`src/hdl/shec_pkg.sv`:
```
`timescale 1ns / 1ps
// Package for the stepper hall extend controller: widths, phase and register codes,
// configuration and result structs, and the coil phase tables.
// No dependencies.
package shec_pkg;

	localparam int POSITION_WIDTH = 16;
	localparam int TIMER_WIDTH    = 24;
	localparam int CFG_ADDR_W     = 5;
	localparam int CFG_DATA_W     = 32;

	localparam logic [TIMER_WIDTH-1:0] TMR_MAX = {TIMER_WIDTH{1'b1}};

	typedef enum logic [1:0] {
		CMD_TICK    = 2'd0,
		CMD_EXTEND  = 2'd1,
		CMD_RETRACT = 2'd2,
		CMD_NONE    = 2'd3
	} cmd_t;

	typedef enum logic [1:0] {
		WIRE_TWO  = 2'd0,
		WIRE_FOUR = 2'd1,
		WIRE_FIVE = 2'd2,
		WIRE_HOLD = 2'd3
	} wire_mode_t;

	typedef enum logic [2:0] {
		REG_STEPS_PER_REV  = 3'd0,
		REG_STEP_INTERVAL  = 3'd1,
		REG_HALL_THRESHOLD = 3'd2,
		REG_RETRACT_STEPS  = 3'd3,
		REG_WIRE_MODE      = 3'd4,
		REG_ENABLE_SETTLE  = 3'd5,
		REG_STEP_SETTLE    = 3'd6,
		REG_DISABLE_SETTLE = 3'd7
	} cfg_reg_t;

	typedef enum logic [6:0] {
		PH_IDLE            = 7'b0000001,
		PH_EXT_SETTLE      = 7'b0000010,
		PH_EXT_CHECK       = 7'b0000100,
		PH_EXT_STEP        = 7'b0001000,
		PH_EXT_STEP_SETTLE = 7'b0010000,
		PH_RET_STEP        = 7'b0100000,
		PH_RET_SETTLE      = 7'b1000000
	} phase_t;

	typedef struct packed {
		logic [POSITION_WIDTH-1:0] steps_per_rev;
		logic [TIMER_WIDTH-1:0]    step_interval;
		logic [9:0]                hall_threshold;
		logic signed [15:0]        retract_steps;
		wire_mode_t                wire_mode;
		logic [TIMER_WIDTH-1:0]    enable_settle_ticks;
		logic [TIMER_WIDTH-1:0]    step_settle_ticks;
		logic [TIMER_WIDTH-1:0]    disable_settle_ticks;
	} cfg_t;

	typedef struct packed {
		logic [4:0]                phase_pins;
		logic                      enable;
		logic                      extended;
		logic                      busy_res;
		logic [POSITION_WIDTH-1:0] position;
	} res_t;

	function automatic logic [4:0] two_wire_coil(input logic [1:0] idx);
		logic [4:0] c;
		unique case (idx)
			2'd0: c = 5'd2;
			2'd1: c = 5'd3;
			2'd2: c = 5'd1;
			default: c = 5'd0;
		endcase
		return c;
	endfunction

	function automatic logic [4:0] four_wire_coil(input logic [1:0] idx);
		logic [4:0] c;
		unique case (idx)
			2'd0: c = 5'd5;
			2'd1: c = 5'd6;
			2'd2: c = 5'd10;
			default: c = 5'd9;
		endcase
		return c;
	endfunction

	function automatic logic [4:0] five_wire_coil(input logic [3:0] idx);
		logic [4:0] c;
		unique case (idx)
			4'd0: c = 5'd22;
			4'd1: c = 5'd18;
			4'd2: c = 5'd26;
			4'd3: c = 5'd10;
			4'd4: c = 5'd11;
			4'd5: c = 5'd9;
			4'd6: c = 5'd13;
			4'd7: c = 5'd5;
			4'd8: c = 5'd21;
			4'd9: c = 5'd20;
			default: c = 5'd0;
		endcase
		return c;
	endfunction

	// x mod 10 for a 16-bit x: quotient by reciprocal 52429 / 2^19, exact over the range
	function automatic logic [3:0] mod10(input logic [15:0] x);
		logic [31:0] p;
		logic [12:0] q;
		logic [15:0] r;
		p = {16'b0, x} * 32'd52429;
		q = p[31:19];
		r = x - {q, 3'b000} - {2'b00, q, 1'b0};
		return r[3:0];
	endfunction

endpackage

```
`src/hdl/shec_item_if.sv`:
```
`timescale 1ns / 1ps
// Input channel: one tick word with command and hall sample, valid/ready handshake.
// No dependencies: the field widths are written out here.
interface shec_item_if;
	logic       valid;
	logic       ready;
	logic [1:0] cmd;
	logic [9:0] hall_sample;

	modport source (output valid, output cmd, output hall_sample, input ready);
	modport sink (input valid, input cmd, input hall_sample, output ready);
endinterface

```
`src/hdl/shec_result_if.sv`:
```
`timescale 1ns / 1ps
// Result channel: coil pins, enable, extended, busy and position, valid/ready handshake.
// Uses shec_pkg for the position width.
interface shec_result_if;
	logic                               valid;
	logic                               ready;
	logic [4:0]                         phase_pins;
	logic                               enable;
	logic                               extended;
	logic                               busy_res;
	logic [shec_pkg::POSITION_WIDTH-1:0] position;

	modport source (output valid, output phase_pins, output enable, output extended,
		output busy_res, output position, input ready);
	modport sink (input valid, input phase_pins, input enable, input extended,
		input busy_res, input position, output ready);
endinterface

```
`src/hdl/shec_regs.sv`:
```
`timescale 1ns / 1ps
// APB-style configuration register file for the controller.
// Uses shec_pkg for the register codes and the configuration struct.
module shec_regs (
	input  logic                              clk,
	input  logic                              arst_n,
	input  logic                              psel,
	input  logic                              penable,
	input  logic                              pwrite,
	input  logic [shec_pkg::CFG_ADDR_W-1:0]   paddr,
	input  logic [shec_pkg::CFG_DATA_W-1:0]   pwdata,
	output logic [shec_pkg::CFG_DATA_W-1:0]   prdata,
	output logic                              pready,
	output shec_pkg::cfg_t                    cfg
);

	shec_pkg::cfg_t     cfg_q;
	shec_pkg::cfg_reg_t sel;
	logic               wr;

	assign pready = 1'b1;
	assign sel    = shec_pkg::cfg_reg_t'(paddr[4:2]);
	assign wr     = psel && penable && pwrite && pready;
	assign cfg    = cfg_q;

	always_ff @(posedge clk or negedge arst_n) begin
		if (!arst_n) begin
			cfg_q.steps_per_rev        <= 16'd200;
			cfg_q.step_interval        <= 24'd3000;
			cfg_q.hall_threshold       <= 10'd512;
			cfg_q.retract_steps        <= 16'sd100;
			cfg_q.wire_mode            <= shec_pkg::WIRE_TWO;
			cfg_q.enable_settle_ticks  <= 24'd100000;
			cfg_q.step_settle_ticks    <= 24'd1000;
			cfg_q.disable_settle_ticks <= 24'd200000;
		end else if (wr) begin
			unique case (sel)
				shec_pkg::REG_STEPS_PER_REV:  cfg_q.steps_per_rev <= pwdata[15:0];
				shec_pkg::REG_STEP_INTERVAL:  cfg_q.step_interval <= pwdata[23:0];
				shec_pkg::REG_HALL_THRESHOLD: cfg_q.hall_threshold <= pwdata[9:0];
				shec_pkg::REG_RETRACT_STEPS:  cfg_q.retract_steps <= pwdata[15:0];
				shec_pkg::REG_WIRE_MODE:
					cfg_q.wire_mode <= shec_pkg::wire_mode_t'(pwdata[1:0]);
				shec_pkg::REG_ENABLE_SETTLE:  cfg_q.enable_settle_ticks <= pwdata[23:0];
				shec_pkg::REG_STEP_SETTLE:    cfg_q.step_settle_ticks <= pwdata[23:0];
				shec_pkg::REG_DISABLE_SETTLE: cfg_q.disable_settle_ticks <= pwdata[23:0];
				default: ;
			endcase
		end
	end

	always_comb begin
		unique case (sel)
			shec_pkg::REG_STEPS_PER_REV:  prdata = {16'b0, cfg_q.steps_per_rev};
			shec_pkg::REG_STEP_INTERVAL:  prdata = {8'b0, cfg_q.step_interval};
			shec_pkg::REG_HALL_THRESHOLD: prdata = {22'b0, cfg_q.hall_threshold};
			shec_pkg::REG_RETRACT_STEPS:  prdata = {16'b0, cfg_q.retract_steps};
			shec_pkg::REG_WIRE_MODE:      prdata = {30'b0, cfg_q.wire_mode};
			shec_pkg::REG_ENABLE_SETTLE:  prdata = {8'b0, cfg_q.enable_settle_ticks};
			shec_pkg::REG_STEP_SETTLE:    prdata = {8'b0, cfg_q.step_settle_ticks};
			shec_pkg::REG_DISABLE_SETTLE: prdata = {8'b0, cfg_q.disable_settle_ticks};
			default:                      prdata = '0;
		endcase
	end

endmodule

```
`src/hdl/shec_seq.sv`:
```
`timescale 1ns / 1ps
// Extend/retract sequencer: phase machine, step pacing, settle waits, position and coils.
// Uses shec_pkg for phase codes, tables and the configuration and result structs.
module shec_seq (
	input  logic           clk,
	input  logic           arst_n,
	input  logic           adv,
	input  logic [1:0]     cmd,
	input  logic [9:0]     hall_sample,
	input  shec_pkg::cfg_t cfg,
	output shec_pkg::res_t res
);

	localparam int PW = shec_pkg::POSITION_WIDTH;
	localparam int TW = shec_pkg::TIMER_WIDTH;

	shec_pkg::phase_t phase_q, phase_d;
	logic [PW-1:0]    pos_q, pos_d, step_pos;
	logic             dir_q, dir_d, step_dir, step_go;
	logic [TW-1:0]    tss_q, tss_d, tss_inc;
	logic [TW-1:0]    wc_q, wc_d, wait_tgt;
	logic [15:0]      sr_q, sr_d, sr_n;
	logic             ext_q, ext_d, en_q, en_d;
	logic [4:0]       coil_q, coil_d, coil_step;
	logic             pace_ok, wait_done;
	logic [PW-1:0]    pos_inc;

	assign tss_inc   = (tss_q == shec_pkg::TMR_MAX) ? tss_q : tss_q + 1'b1;
	assign pace_ok   = tss_inc >= cfg.step_interval;
	assign wait_done = (wc_q >= wait_tgt) || (wc_q == shec_pkg::TMR_MAX);
	assign step_dir  = (phase_q == shec_pkg::PH_RET_STEP) ? dir_q : 1'b0;
	assign pos_inc   = pos_q + 1'b1;

	always_comb begin
		unique case (phase_q)
			shec_pkg::PH_EXT_STEP_SETTLE: wait_tgt = cfg.step_settle_ticks;
			shec_pkg::PH_RET_SETTLE:      wait_tgt = cfg.disable_settle_ticks;
			default:                      wait_tgt = cfg.enable_settle_ticks;
		endcase
	end

	// Position after one step; out-of-range positions snap to 0 going forward, to steps_per_rev-1 going back
	always_comb begin
		if (cfg.steps_per_rev == '0) begin
			step_pos = '0;
		end else if (step_dir) begin
			step_pos = (pos_q >= cfg.steps_per_rev || pos_inc >= cfg.steps_per_rev)
				? '0 : pos_inc;
		end else begin
			step_pos = (pos_q == '0 || pos_q >= cfg.steps_per_rev)
				? cfg.steps_per_rev - 1'b1 : pos_q - 1'b1;
		end
	end

	always_comb begin
		unique case (cfg.wire_mode)
			shec_pkg::WIRE_TWO:  coil_step = shec_pkg::two_wire_coil(step_pos[1:0]);
			shec_pkg::WIRE_FOUR: coil_step = shec_pkg::four_wire_coil(step_pos[1:0]);
			shec_pkg::WIRE_FIVE: coil_step = shec_pkg::five_wire_coil(shec_pkg::mod10(step_pos));
			default:             coil_step = coil_q;
		endcase
	end

	always_comb begin
		phase_d = phase_q;
		dir_d   = dir_q;
		wc_d    = wc_q;
		sr_d    = sr_q;
		ext_d   = ext_q;
		en_d    = en_q;
		step_go = 1'b0;
		sr_n    = sr_q;
		unique case (phase_q)
			shec_pkg::PH_EXT_SETTLE: begin
				if (wait_done) phase_d = shec_pkg::PH_EXT_CHECK;
				else wc_d = wc_q + 1'b1;
			end
			shec_pkg::PH_EXT_CHECK, shec_pkg::PH_EXT_STEP: begin
				if (phase_q == shec_pkg::PH_EXT_CHECK && hall_sample <= cfg.hall_threshold) begin
					ext_d   = 1'b1;
					phase_d = shec_pkg::PH_IDLE;
				end else if (pace_ok) begin
					dir_d   = 1'b0;
					step_go = 1'b1;
					wc_d    = '0;
					phase_d = shec_pkg::PH_EXT_STEP_SETTLE;
				end else begin
					phase_d = shec_pkg::PH_EXT_STEP;
				end
			end
			shec_pkg::PH_EXT_STEP_SETTLE: begin
				if (wait_done) phase_d = shec_pkg::PH_EXT_CHECK;
				else wc_d = wc_q + 1'b1;
			end
			shec_pkg::PH_RET_STEP: begin
				if (sr_q != '0 && pace_ok) begin
					step_go = 1'b1;
					sr_n    = sr_q - 1'b1;
				end
				sr_d = sr_n;
				if (sr_n == '0) begin
					wc_d    = '0;
					phase_d = shec_pkg::PH_RET_SETTLE;
				end
			end
			shec_pkg::PH_RET_SETTLE: begin
				if (wait_done) begin
					en_d    = 1'b0;
					ext_d   = 1'b0;
					phase_d = shec_pkg::PH_IDLE;
				end else begin
					wc_d = wc_q + 1'b1;
				end
			end
			default: begin
				// idle, and any code that is not a phase
				phase_d = shec_pkg::PH_IDLE;
				if (cmd == shec_pkg::CMD_EXTEND && !ext_q) begin
					en_d    = 1'b1;
					wc_d    = '0;
					phase_d = shec_pkg::PH_EXT_SETTLE;
				end else if (cmd == shec_pkg::CMD_RETRACT) begin
					if (cfg.retract_steps[15]) begin
						dir_d = 1'b0;
						sr_d  = 16'd0 - cfg.retract_steps;
					end else begin
						if (cfg.retract_steps != '0) dir_d = 1'b1;
						sr_d = cfg.retract_steps;
					end
					phase_d = shec_pkg::PH_RET_STEP;
				end
			end
		endcase
		if (step_go) begin
			pos_d  = step_pos;
			coil_d = coil_step;
			tss_d  = '0;
		end else begin
			pos_d  = pos_q;
			coil_d = coil_q;
			tss_d  = tss_inc;
		end
	end

	always_ff @(posedge clk or negedge arst_n) begin
		if (!arst_n) begin
			phase_q <= shec_pkg::PH_IDLE;
			pos_q   <= '0;
			dir_q   <= 1'b0;
			tss_q   <= shec_pkg::TMR_MAX;
			wc_q    <= '0;
			sr_q    <= '0;
			ext_q   <= 1'b0;
			en_q    <= 1'b0;
			coil_q  <= '0;
		end else if (adv) begin
			phase_q <= phase_d;
			pos_q   <= pos_d;
			dir_q   <= dir_d;
			tss_q   <= tss_d;
			wc_q    <= wc_d;
			sr_q    <= sr_d;
			ext_q   <= ext_d;
			en_q    <= en_d;
			coil_q  <= coil_d;
		end
	end

	assign res.phase_pins = coil_d;
	assign res.enable     = en_d;
	assign res.extended   = ext_d;
	assign res.busy_res   = phase_d != shec_pkg::PH_IDLE;
	assign res.position   = pos_d;

endmodule

```
`src/hdl/stepper_hall_extend_controller.sv`:
```
`timescale 1ns / 1ps
// Top level of the stepper hall extend controller: input register, sequencer, result register.
// Depends on shec_pkg, shec_item_if, shec_result_if, shec_regs and shec_seq.
//
//   channel   direction  handshake            payload
//   item      in         valid/ready          cmd, hall_sample
//   result    out        valid/ready          phase_pins, enable, extended, busy_res, position
//   apb       in         psel/penable/pready  paddr, pwdata, prdata (8 registers at 4*i)
//
// One word per clock while the result side keeps taking them; a tick word lands in the input
// register when accepted and moves on into the result register (the sequencer's single pass)
// once the result slot is free or being emptied; its result is offered from there.
// Reset puts the phase machine in idle, position 0, pacing timer saturated, enable low.
// A stalled result holds the input register; the input side keeps taking words as long
// as the held word can move on in the same cycle.
module stepper_hall_extend_controller (
	input  logic                            clk,
	input  logic                            arst_n,
	shec_item_if.sink                       item,
	shec_result_if.source                   result,
	input  logic                            psel,
	input  logic                            penable,
	input  logic                            pwrite,
	input  logic [shec_pkg::CFG_ADDR_W-1:0] paddr,
	input  logic [shec_pkg::CFG_DATA_W-1:0] pwdata,
	output logic [shec_pkg::CFG_DATA_W-1:0] prdata,
	output logic                            pready
);

	shec_pkg::cfg_t cfg;
	shec_pkg::res_t res_next;
	shec_pkg::res_t res_q;
	logic           valid_s1;
	logic [1:0]     cmd_s1;
	logic [9:0]     hall_s1;
	logic           res_valid_q;
	logic           adv;

	shec_regs u_regs (
		.clk    (clk),
		.arst_n (arst_n),
		.psel   (psel),
		.penable(penable),
		.pwrite (pwrite),
		.paddr  (paddr),
		.pwdata (pwdata),
		.prdata (prdata),
		.pready (pready),
		.cfg    (cfg)
	);

	// advance the held word when the result slot is free or being emptied
	assign adv        = valid_s1 && (!res_valid_q || result.ready);
	assign item.ready = !valid_s1 || adv;

	always_ff @(posedge clk or negedge arst_n) begin
		if (!arst_n) begin
			valid_s1    <= 1'b0;
			res_valid_q <= 1'b0;
		end else begin
			if (item.valid && item.ready) valid_s1 <= 1'b1;
			else if (adv) valid_s1 <= 1'b0;
			if (adv) res_valid_q <= 1'b1;
			else if (result.ready) res_valid_q <= 1'b0;
		end
	end

	always_ff @(posedge clk) begin
		if (item.valid && item.ready) begin
			cmd_s1  <= item.cmd;
			hall_s1 <= item.hall_sample;
		end
		if (adv) res_q <= res_next;
	end

	shec_seq u_seq (
		.clk        (clk),
		.arst_n     (arst_n),
		.adv        (adv),
		.cmd        (cmd_s1),
		.hall_sample(hall_s1),
		.cfg        (cfg),
		.res        (res_next)
	);

	assign result.valid      = res_valid_q;
	assign result.phase_pins = res_q.phase_pins;
	assign result.enable     = res_q.enable;
	assign result.extended   = res_q.extended;
	assign result.busy_res   = res_q.busy_res;
	assign result.position   = res_q.position;

endmodule

```
`src/flat_wrapper.sv`:
```
// flat-port wrapper written by rule: the top's interface ports become plain ports
module stepper_hall_extend_controller_flat 
  (clk, arst_n, psel, penable, pwrite, paddr, pwdata, prdata, pready, item_valid, item_cmd, item_hall_sample, item_ready, result_valid, result_phase_pins, result_enable, result_extended, result_busy_res, result_position, result_ready);
  shec_item_if item_i ();
  shec_result_if result_i ();
  input  logic clk;
  input  logic arst_n;
  input  logic psel;
  input  logic penable;
  input  logic pwrite;
  input  logic [shec_pkg::CFG_ADDR_W-1:0] paddr;
  input  logic [shec_pkg::CFG_DATA_W-1:0] pwdata;
  output logic [shec_pkg::CFG_DATA_W-1:0] prdata;
  output logic pready;
  input wire logic [$bits(item_i.valid)-1:0] item_valid;
  input wire logic [$bits(item_i.cmd)-1:0] item_cmd;
  input wire logic [$bits(item_i.hall_sample)-1:0] item_hall_sample;
  output wire logic [$bits(item_i.ready)-1:0] item_ready;
  output wire logic [$bits(result_i.valid)-1:0] result_valid;
  output wire logic [$bits(result_i.phase_pins)-1:0] result_phase_pins;
  output wire logic [$bits(result_i.enable)-1:0] result_enable;
  output wire logic [$bits(result_i.extended)-1:0] result_extended;
  output wire logic [$bits(result_i.busy_res)-1:0] result_busy_res;
  output wire logic [$bits(result_i.position)-1:0] result_position;
  input wire logic [$bits(result_i.ready)-1:0] result_ready;
  assign item_i.valid = item_valid;
  assign item_i.cmd = item_cmd;
  assign item_i.hall_sample = item_hall_sample;
  assign item_ready = item_i.ready;
  assign result_valid = result_i.valid;
  assign result_phase_pins = result_i.phase_pins;
  assign result_enable = result_i.enable;
  assign result_extended = result_i.extended;
  assign result_busy_res = result_i.busy_res;
  assign result_position = result_i.position;
  assign result_i.ready = result_ready;
  stepper_hall_extend_controller u_core (.clk(clk), .arst_n(arst_n), .item(item_i), .result(result_i), .psel(psel), .penable(penable), .pwrite(pwrite), .paddr(paddr), .pwdata(pwdata), .prdata(prdata), .pready(pready));
endmodule
```
`config.mk`:
```
export PLATFORM = sky130hd
export DESIGN_NAME = stepper_hall_extend_controller_flat
export DESIGN_NICKNAME = d
export VERILOG_FILES = /design/src/hdl/shec_pkg.sv /design/src/hdl/shec_item_if.sv /design/src/hdl/shec_result_if.sv /design/src/hdl/shec_regs.sv /design/src/hdl/shec_seq.sv /design/src/hdl/stepper_hall_extend_controller.sv /design/src/flat_wrapper.sv
export SDC_FILE = /design/constraint.sdc
export NUM_CORES = 1
export LEC_CHECK = 0
export BUFFER_PORTS_ARGS = -buffer_cell sky130_fd_sc_hd__buf_4
export CORE_UTILIZATION = 50
export CTS_CLUSTER_DIAMETER = 50
export CTS_CLUSTER_SIZE = 40
export DETAILED_ROUTE_END_ITERATION = 8
export HOLD_SLACK_MARGIN = 0.06
export PLACE_DENSITY = 0.64
export SETUP_SLACK_MARGIN = 0.02
export SLEW_MARGIN = 20
export SYNTH_ARGS = -nofsm -noshare
export SYNTH_HDL_FRONTEND = slang
export SYNTH_SLANG_ARGS = --single-unit
```
`constraint.sdc`:
```
create_clock -name clk -period 23.6 [get_ports clk]
set_clock_uncertainty 0.1 [all_clocks]
set_input_delay 3.54 -clock clk [delete_from_list [all_inputs] [get_ports clk]]
set_output_delay 3.54 -clock clk [all_outputs]
set_load 0.02 [all_outputs]
```
==> flow_metrics.py, run 1 <==
metrics = {
    "sta": {
        "drv_slew": 0,
        "relSlewSlack_pct": 28.51,
        "setup_viol": 0,
        "worst_pin_slew_ns": 1.072,
        "setup_tns_ns": 0,
        "final_period_minus_worst_setup_slack_ns": 11.64,
        "max_freq_mhz": 85.91,
        "hold_violations": 0,
        "fin_crit_sh_pct": 49.32,
        "rsz0062_at_grt": "no",
    },
    "synthesis": {
        "synth_cells": 2239,
        "avgSynthCellArea_um2": 9.311,
        "synth_top_flop_cell": "dfrtp_1",
        "synth_seq_cells": 273,
        "netlist_area_um2": 20850,
        "synth_area_leader_cell": "dfrtp_1",
        "synth_top_cell_area_share_pct": 21.61,
        "synth-async-reset-ratio_pct": 86.81,
        "yosysSeqAreaShare_pct": 33.98,
        "yosysWarningCount": 0,
        "synthTopCellsByArea": "dfrtp_1 (22%), ha_1 (11%), dfstp_2 (7.2%)",
        "ys_types": 90,
        "synth-edff-count": 36,
    },
    "setup_path": {
        "cpPeakStageDelay_ns": 0.80,
        "critPathMostFrequentCell": "ha_1",
        "cp-start-kind": "register",
        "crit_fanout": 25,
        "regToRegStartpoint": "u_core.u_seq.pos_q[0]",
        "ff2ff_setup_slack_ns": 11.96,
        "path_class": "reg2reg",
        "cp_data_arrival_time_ns": 11.83,
        "setup.worst_path.end": "u_core.result.phase_pins[4]",
        "r2r_end": "u_core.result.phase_pins[4]",
        "critPathRequiredTime_ns": 23.79,
        "crit_path_start": "u_core.u_seq.pos_q[0]",
        "crit_slowest_cell": "o21ai_0",
        "reg2regPathDepth": 39,
        "cp-end-kind": "register",
    },
    "global_routing": {
        "grt.overflow.total": 0,
        "grt_pass1_vias": 16740,
        "grtUsageTotal_pct": 29.24,
        "grt_max_degree": 118,
        "grt_pass1_wl_mm": 95.25,
        "antenna_found_initial": 2,
    },
    "outcome": {
        "violations": "design-rule violations",
        "status": "finished, violations left",
    },
    "routing": {
        "wire_per_inst_um": 21.35,
        "vias_per_cell": 6.094,
        "drt_wl_total_mm": 60.81,
        "firstDrtPassIters": 7,
        "antenna_left": 0,
        "vias": 17360,
        "drt_iter0_drc": 1718,
        "drcViolationCount": 4,
    },
    "placement": {
        "dp.cells": 2787,
        "dp_hpwl_mm": 44.81,
        "port-buffer-count": 95,
        "place_congestion": 0.9486,
        "post_dp_cell_area_um2": 21970,
    },
    "finish": {
        "syn2layout_area_growth_pct": 10.92,
        "final_cell_area_um2": 23120,
        "final_util_pct": 56.38,
        "regArea_um2": 7083,
        "layoutNonFillerInstCount": 2848,
        "fillCellCount": 3679,
        "diodes": 0,
        "drive_gt1_share_pct": 16.67,
        "multi_input_area_um2": 12560,
        "nNetsFinal": 2595,
    },
    "clocking": {
        "cts.hold.buffers_added": 0,
        "clkSlewWorstSetupHoldPaths_ns": 0.06,
        "htree_num_levels": 2,
        "cts_sinks": 273,
        "cts_tree": "built",
        "cts-root-buf": "clkbuf_16",
        "cts_buffers": 34,
        "ctsResizeCount": 0,
        "clock_path_buffers": 3,
        "clk_latency_ns": 0.55,
        "post-cts-setup-buffers": 0,
    },
    "hold_path": {
        "min_path_type": "reg2reg",
        "min-delay-start": "u_core.u_seq.tss_q[9]",
    },
    "floorplanning": {
        "die_x_um": 206.2,
        "initial_core_util_pct": 50.83,
        "ios": 115,
        "core_um2": 41020,
        "die_area_um2": 42520,
        "dieHeight_um": 206.2,
        "row_count": 74,
    },
    "flow_run": {
        "max_cap_violations": 0,
    },
}
## layout make-up
| cell class | count | share of cell area [%] |
|---|---|---|
| Sequential cell | 273 | 30.63 |
| Tap cell | 532 | 2.879 |
| Inverter | 198 | 3.214 |
| Clock inverter | 22 | 0.9577 |
| Timing Repair Buffer | 123 | 4.026 |
| Clock buffer | 39 | 3.988 |
| Multi-Input combinational cell | 1661 | 54.30 |
## worst min path at each step
stage / end / slack (ns) / depth (start not counted)
2_1_floorplan: u_core.u_seq.tss_q[12] / 0.35 / 2
3_3_place_gp: u_core.u_seq.tss_q[12] / 0.36 / 2
3_5_place_dp: u_core.u_seq.tss_q[9] / 0.36 / 2
4_1_cts: u_core.u_seq.tss_q[9] / 0.37 / 2
5_1_grt: u_core.u_seq.tss_q[14] / 0.39 / 2
6_report: u_core.u_seq.tss_q[9] / 0.36 / 2
## state kept, by name, indices dropped and copies added (netlist names), 2 cells and up
signal and flops:
u_core.u_seq.tss_q 24, u_core.result.phase_pins 5, u_core.u_seq.wc_q 24, u_core.u_seq.pos_q 16, u_core.u_seq.phase_q 7, u_core.u_seq.sr_q 16, u_core.u_seq.coil_q 5, u_core.hall_s1 10
u_core.cmd_s1 2, u_core.u_regs.cfg 140, u_core.result.position 16
## per-stage QoR
stage               hold WS (ns)  setup slack [ns]
global route              0.3929             11.22
global placement          0.3554             12.38
finish                    0.3632             11.96
floorplan                 0.3465             13.71
CTS                       0.3652             12.11
detailed placement        0.3571             12.15
## kinds of logic (layout without fill, tap and decap cells)
| kind of cell | count (synthesis) | in the layout | share of synthesized area, % |
|---|---|---|---|
| and+or+nand+nor | 651 | 651 | 14.71 |
| AOI/OAI and AO/OA | 511 | 511 | 15.86 |
| buffers and inverters | 312 | 382 | 6.188 |
| DFF | 273 | 273 | 33.98 |
| adders and majority gates | 248 | 248 | 17.19 |
| muxes | 158 | 158 | 8.372 |
| xor gates and xnor gates | 84 | 84 | 3.667 |
| other | 2 | 9 | 0.03602 |
## Yosys cell counts, types with 60 or more instances
| cell | count |
|---|---|
| fa_1 | 64 |
| mux2_2 | 107 |
| nand2_1 | 259 |
| a21oi_1 | 103 |
| ha_1 | 184 |
| inv_1 | 196 |
| clkbuf_1 | 80 |
| xnor2_1 | 60 |
| o21ai_0 | 158 |
| nor2_1 | 118 |
| nand3_1 | 71 |
| dfrtp_1 | 180 |
## per-layer routing
layer	vias up	wire length, um	global-route usage [%]
li1	8059	-	-
met1	8530	28030	42.63
met2	659	26650	44.15
met3	105	4477	4.652
met4	4	1638	9.401
met5	-	19	0
## critical path, delay by kind of cell, from the launching register on
kind                       cells  cell delay [ns]
DFF                            1             0.56
xor gates and xnor gates       8             1.79
adders and majority gates     10             4.02
and+or+nand+nor                8             1.33
buffers and inverters          4             0.58
AOI/OAI and AO/OA              9             3.00
## placed cells by master, fill, tap and decap left out, types with 10 or more instances in the layout
master | synthesis | layout
nor3_1 | 38 | 35
nor2_1 | 118 | 115
mux2i_1 | 48 | 48
o31ai_1 | 19 | 18
o21ai_0 | 158 | 157
edfxtp_1 | 36 | 36
or3_1 | 13 | 13
clkbuf_16 | 0 | 36
a31oi_1 | 30 | 30
nand4_1 | 35 | 35
nor2b_1 | 18 | 18
nor4_1 | 13 | 13
a22oi_1 | 12 | 12
dfrtp_1 | 180 | 180
o211ai_1 | 10 | 10
a21oi_1 | 103 | 103
a21o_1 | 34 | 34
mux2_2 | 107 | 107
o22a_1 | 15 | 15
buf_4 | 12 | 122
and3_1 | 23 | 23
a22o_1 | 26 | 26
fa_1 | 64 | 64
xor2_1 | 21 | 21
nand2_1 | 259 | 259
nand3_1 | 71 | 71
dfstp_2 | 57 | 57
xnor2_1 | 60 | 60
o22ai_1 | 11 | 11
ha_1 | 184 | 184
nand2b_1 | 19 | 19
o41ai_1 | 11 | 11
inv_1 | 196 | 195
Power of run 1 is left out: the tool's default activity adds up to more than one toggle a clock period on the data nets, which glitch-free logic cannot reach.
==> run 2: changes to the inputs <==
==> constraint.sdc (replaced) <==
create_clock -name clk -period 11.12 [get_ports clk]
set_clock_uncertainty 0.1 [all_clocks]
set_input_delay 1.668 -clock clk [delete_from_list [all_inputs] [get_ports clk]]
set_output_delay 1.668 -clock clk [all_outputs]
set_load 0.02 [all_outputs]
==> run 2 against run 1 <==
Against the previous run: the flow still finishes with violations (design-rule violations); wire length increased by 0.32%; via count fell by 0.35%; register-to-register slack got worse by 11 ns; critical path type unchanged.
==> flow_metrics.py, run 2 (synthesis gave the netlist of run 1 again) <==
metrics = {
    "finish": {
        "drive_gt1_share_pct": 17.45,
        "layout_common_cells": "nand2_1 (259), inv_1 (194), ha_1 (184)",
        "fillCellCount": 3689,
        "nNetsFinal": 2610,
        "largest_register_ffs": 140,
        "syn2layout_area_growth_pct": 11.79,
        "multi_input_area_um2": 12570,
        "regArea_um2": 7086,
        "final_util_pct": 56.82,
        "final_common_cell": "nand2_1",
        "diodes": 0,
    },
    "global_routing": {
        "grt_max_degree": 98,
        "grt_pass1_vias": 16930,
        "antenna_found_initial": 0,
        "grt_pass1_wl_mm": 95.92,
        "grt.overflow.total": 0,
        "grtUsageTotal_pct": 29.50,
    },
    "clocking": {
        "cts.hold.buffers_added": 0,
        "cts_sinks": 273,
        "post-cts-setup-buffers": 0,
        "htree_num_levels": 2,
        "clk_latency_ns": 0.56,
        "cts_buffers": 35,
        "clkSlewWorstSetupHoldPaths_ns": 0.06,
        "clock_path_buffers": 3,
        "cts-root-buf": "clkbuf_16",
        "ctsResizeCount": 0,
        "cts_tree": "built",
    },
    "routing": {
        "wire_per_inst_um": 21.29,
        "vias_per_cell": 6.037,
        "antenna_left": 0,
        "firstDrtPassIters": 7,
        "vias": 17300,
        "drt_wl_total_mm": 61.01,
        "drt_iter0_drc": 1643,
        "drcViolationCount": 4,
    },
    "floorplanning": {
        "ios": 115,
        "die_area_um2": 42520,
        "core_um2": 41020,
        "dieHeight_um": 206.2,
        "row_count": 74,
        "die_x_um": 206.2,
        "initial_core_util_pct": 50.83,
    },
    "setup_path": {
        "cp_data_arrival_time_ns": 10.58,
        "cpPeakStageDelay_ns": 0.54,
        "cp-start-kind": "register",
        "crit_fanout": 16,
        "ff2ff_setup_slack_ns": 0.73,
        "critPathTopFamily": "adder cells",
        "crit_slowest_cell": "fa_1",
        "critPathRequiredTime_ns": 11.31,
        "cp-end-kind": "register",
        "critPathBufInv": 4,
        "path_class": "reg2reg",
    },
    "sta": {
        "final_period_minus_worst_setup_slack_ns": 10.39,
        "holdWs_ns": 0.3696,
        "drv_slew": 0,
        "relSlewSlack_pct": 29.39,
        "rsz0062_at_grt": "no",
        "setup_tns_ns": 0,
        "setup_viol": 0,
        "fin_crit_sh_pct": 93.48,
        "max_freq_mhz": 96.20,
        "hold_violations": 0,
        "worst_pin_slew_ns": 1.058,
    },
    "placement": {
        "dp_hpwl_mm": 44.91,
        "port-buffer-count": 95,
        "place_congestion": 0.9111,
    },
    "flow_run": {
        "max_cap_violations": 0,
    },
    "hold_path": {
        "min_path_type": "reg2reg",
    },
    "outcome": {
        "violations": "design-rule violations",
        "status": "finished, violations left",
    },
}
-- run 2: changes by cell type in the layout (fill, tap and decap cells not counted), moves of 2 or more --
| cell | change |
|---|---|
| clkbuf_8 | +2 |
| buf_6 | +2 |
| inv_8 | +3 |
| dfrtp_1 | -2 |
| clkinv_2 | -2 |
| dfrtp_2 | +2 |
| buf_4 | +12 |
-- run 2: path summary, 6_finish.rpt --
kind / startpoint / to / cells past startpoint
setup reg to reg: u_core.u_seq.pos_q[0] / u_core.result.phase_pins[4] / 38
hold / removal: u_core.u_seq.tss_q[12] / u_core.u_seq.tss_q[12] / 2
min in group asynchronous: arst_n / u_core.u_regs.cfg[97] / 1
setup / recovery: u_core.u_seq.pos_q[0] / u_core.result.phase_pins[4] / 38
max in group asynchronous: arst_n / u_core.u_regs.cfg[70] / 3
hold reg to reg: u_core.u_seq.tss_q[12] / u_core.u_seq.tss_q[12] / 2
-- run 2: routing by layer --
layer  track usage [%]  part of all wire, %  wire length, um  vias up
met1             41.82                   46            27990     8520
met5                 0                    0                0        -
met2             44.28                   44            26630      601
met3             6.938                  7.6             4659      102
met4             9.401                  2.8             1723        0
li1                  -                    -                -     8074
-- run 2: layout make-up --
class / count / share of cell area (%)
multi-input cells: 1661 / 53.94
flip-flops and latches: 273 / 30.40
well taps: 532 / 2.856
inverters: 198 / 3.189
clock inverters: 23 / 1.063
clock buffers: 41 / 4.075
repair buffers: 137 / 4.477
-- run 2: through the flow --
step	instance area, um^2	setup WS, ns	instances
final	23310	0.7255	2865
after detailed placement	22070	0.6890	2800
after global routing	23310	0.05055	2865
after CTS	23260	0.6342	2864
after floorplan	20870	1.225	2246
after global placement	22070	0.7334	2800
-- run 2: tightest hold or removal path, cell delays in order, from the launching register on --
cell	delay [ns]
dfstp_2	0.38
nand2_1	0.05
nand2_1	0.04
Power of run 2 is left out for the same reason.
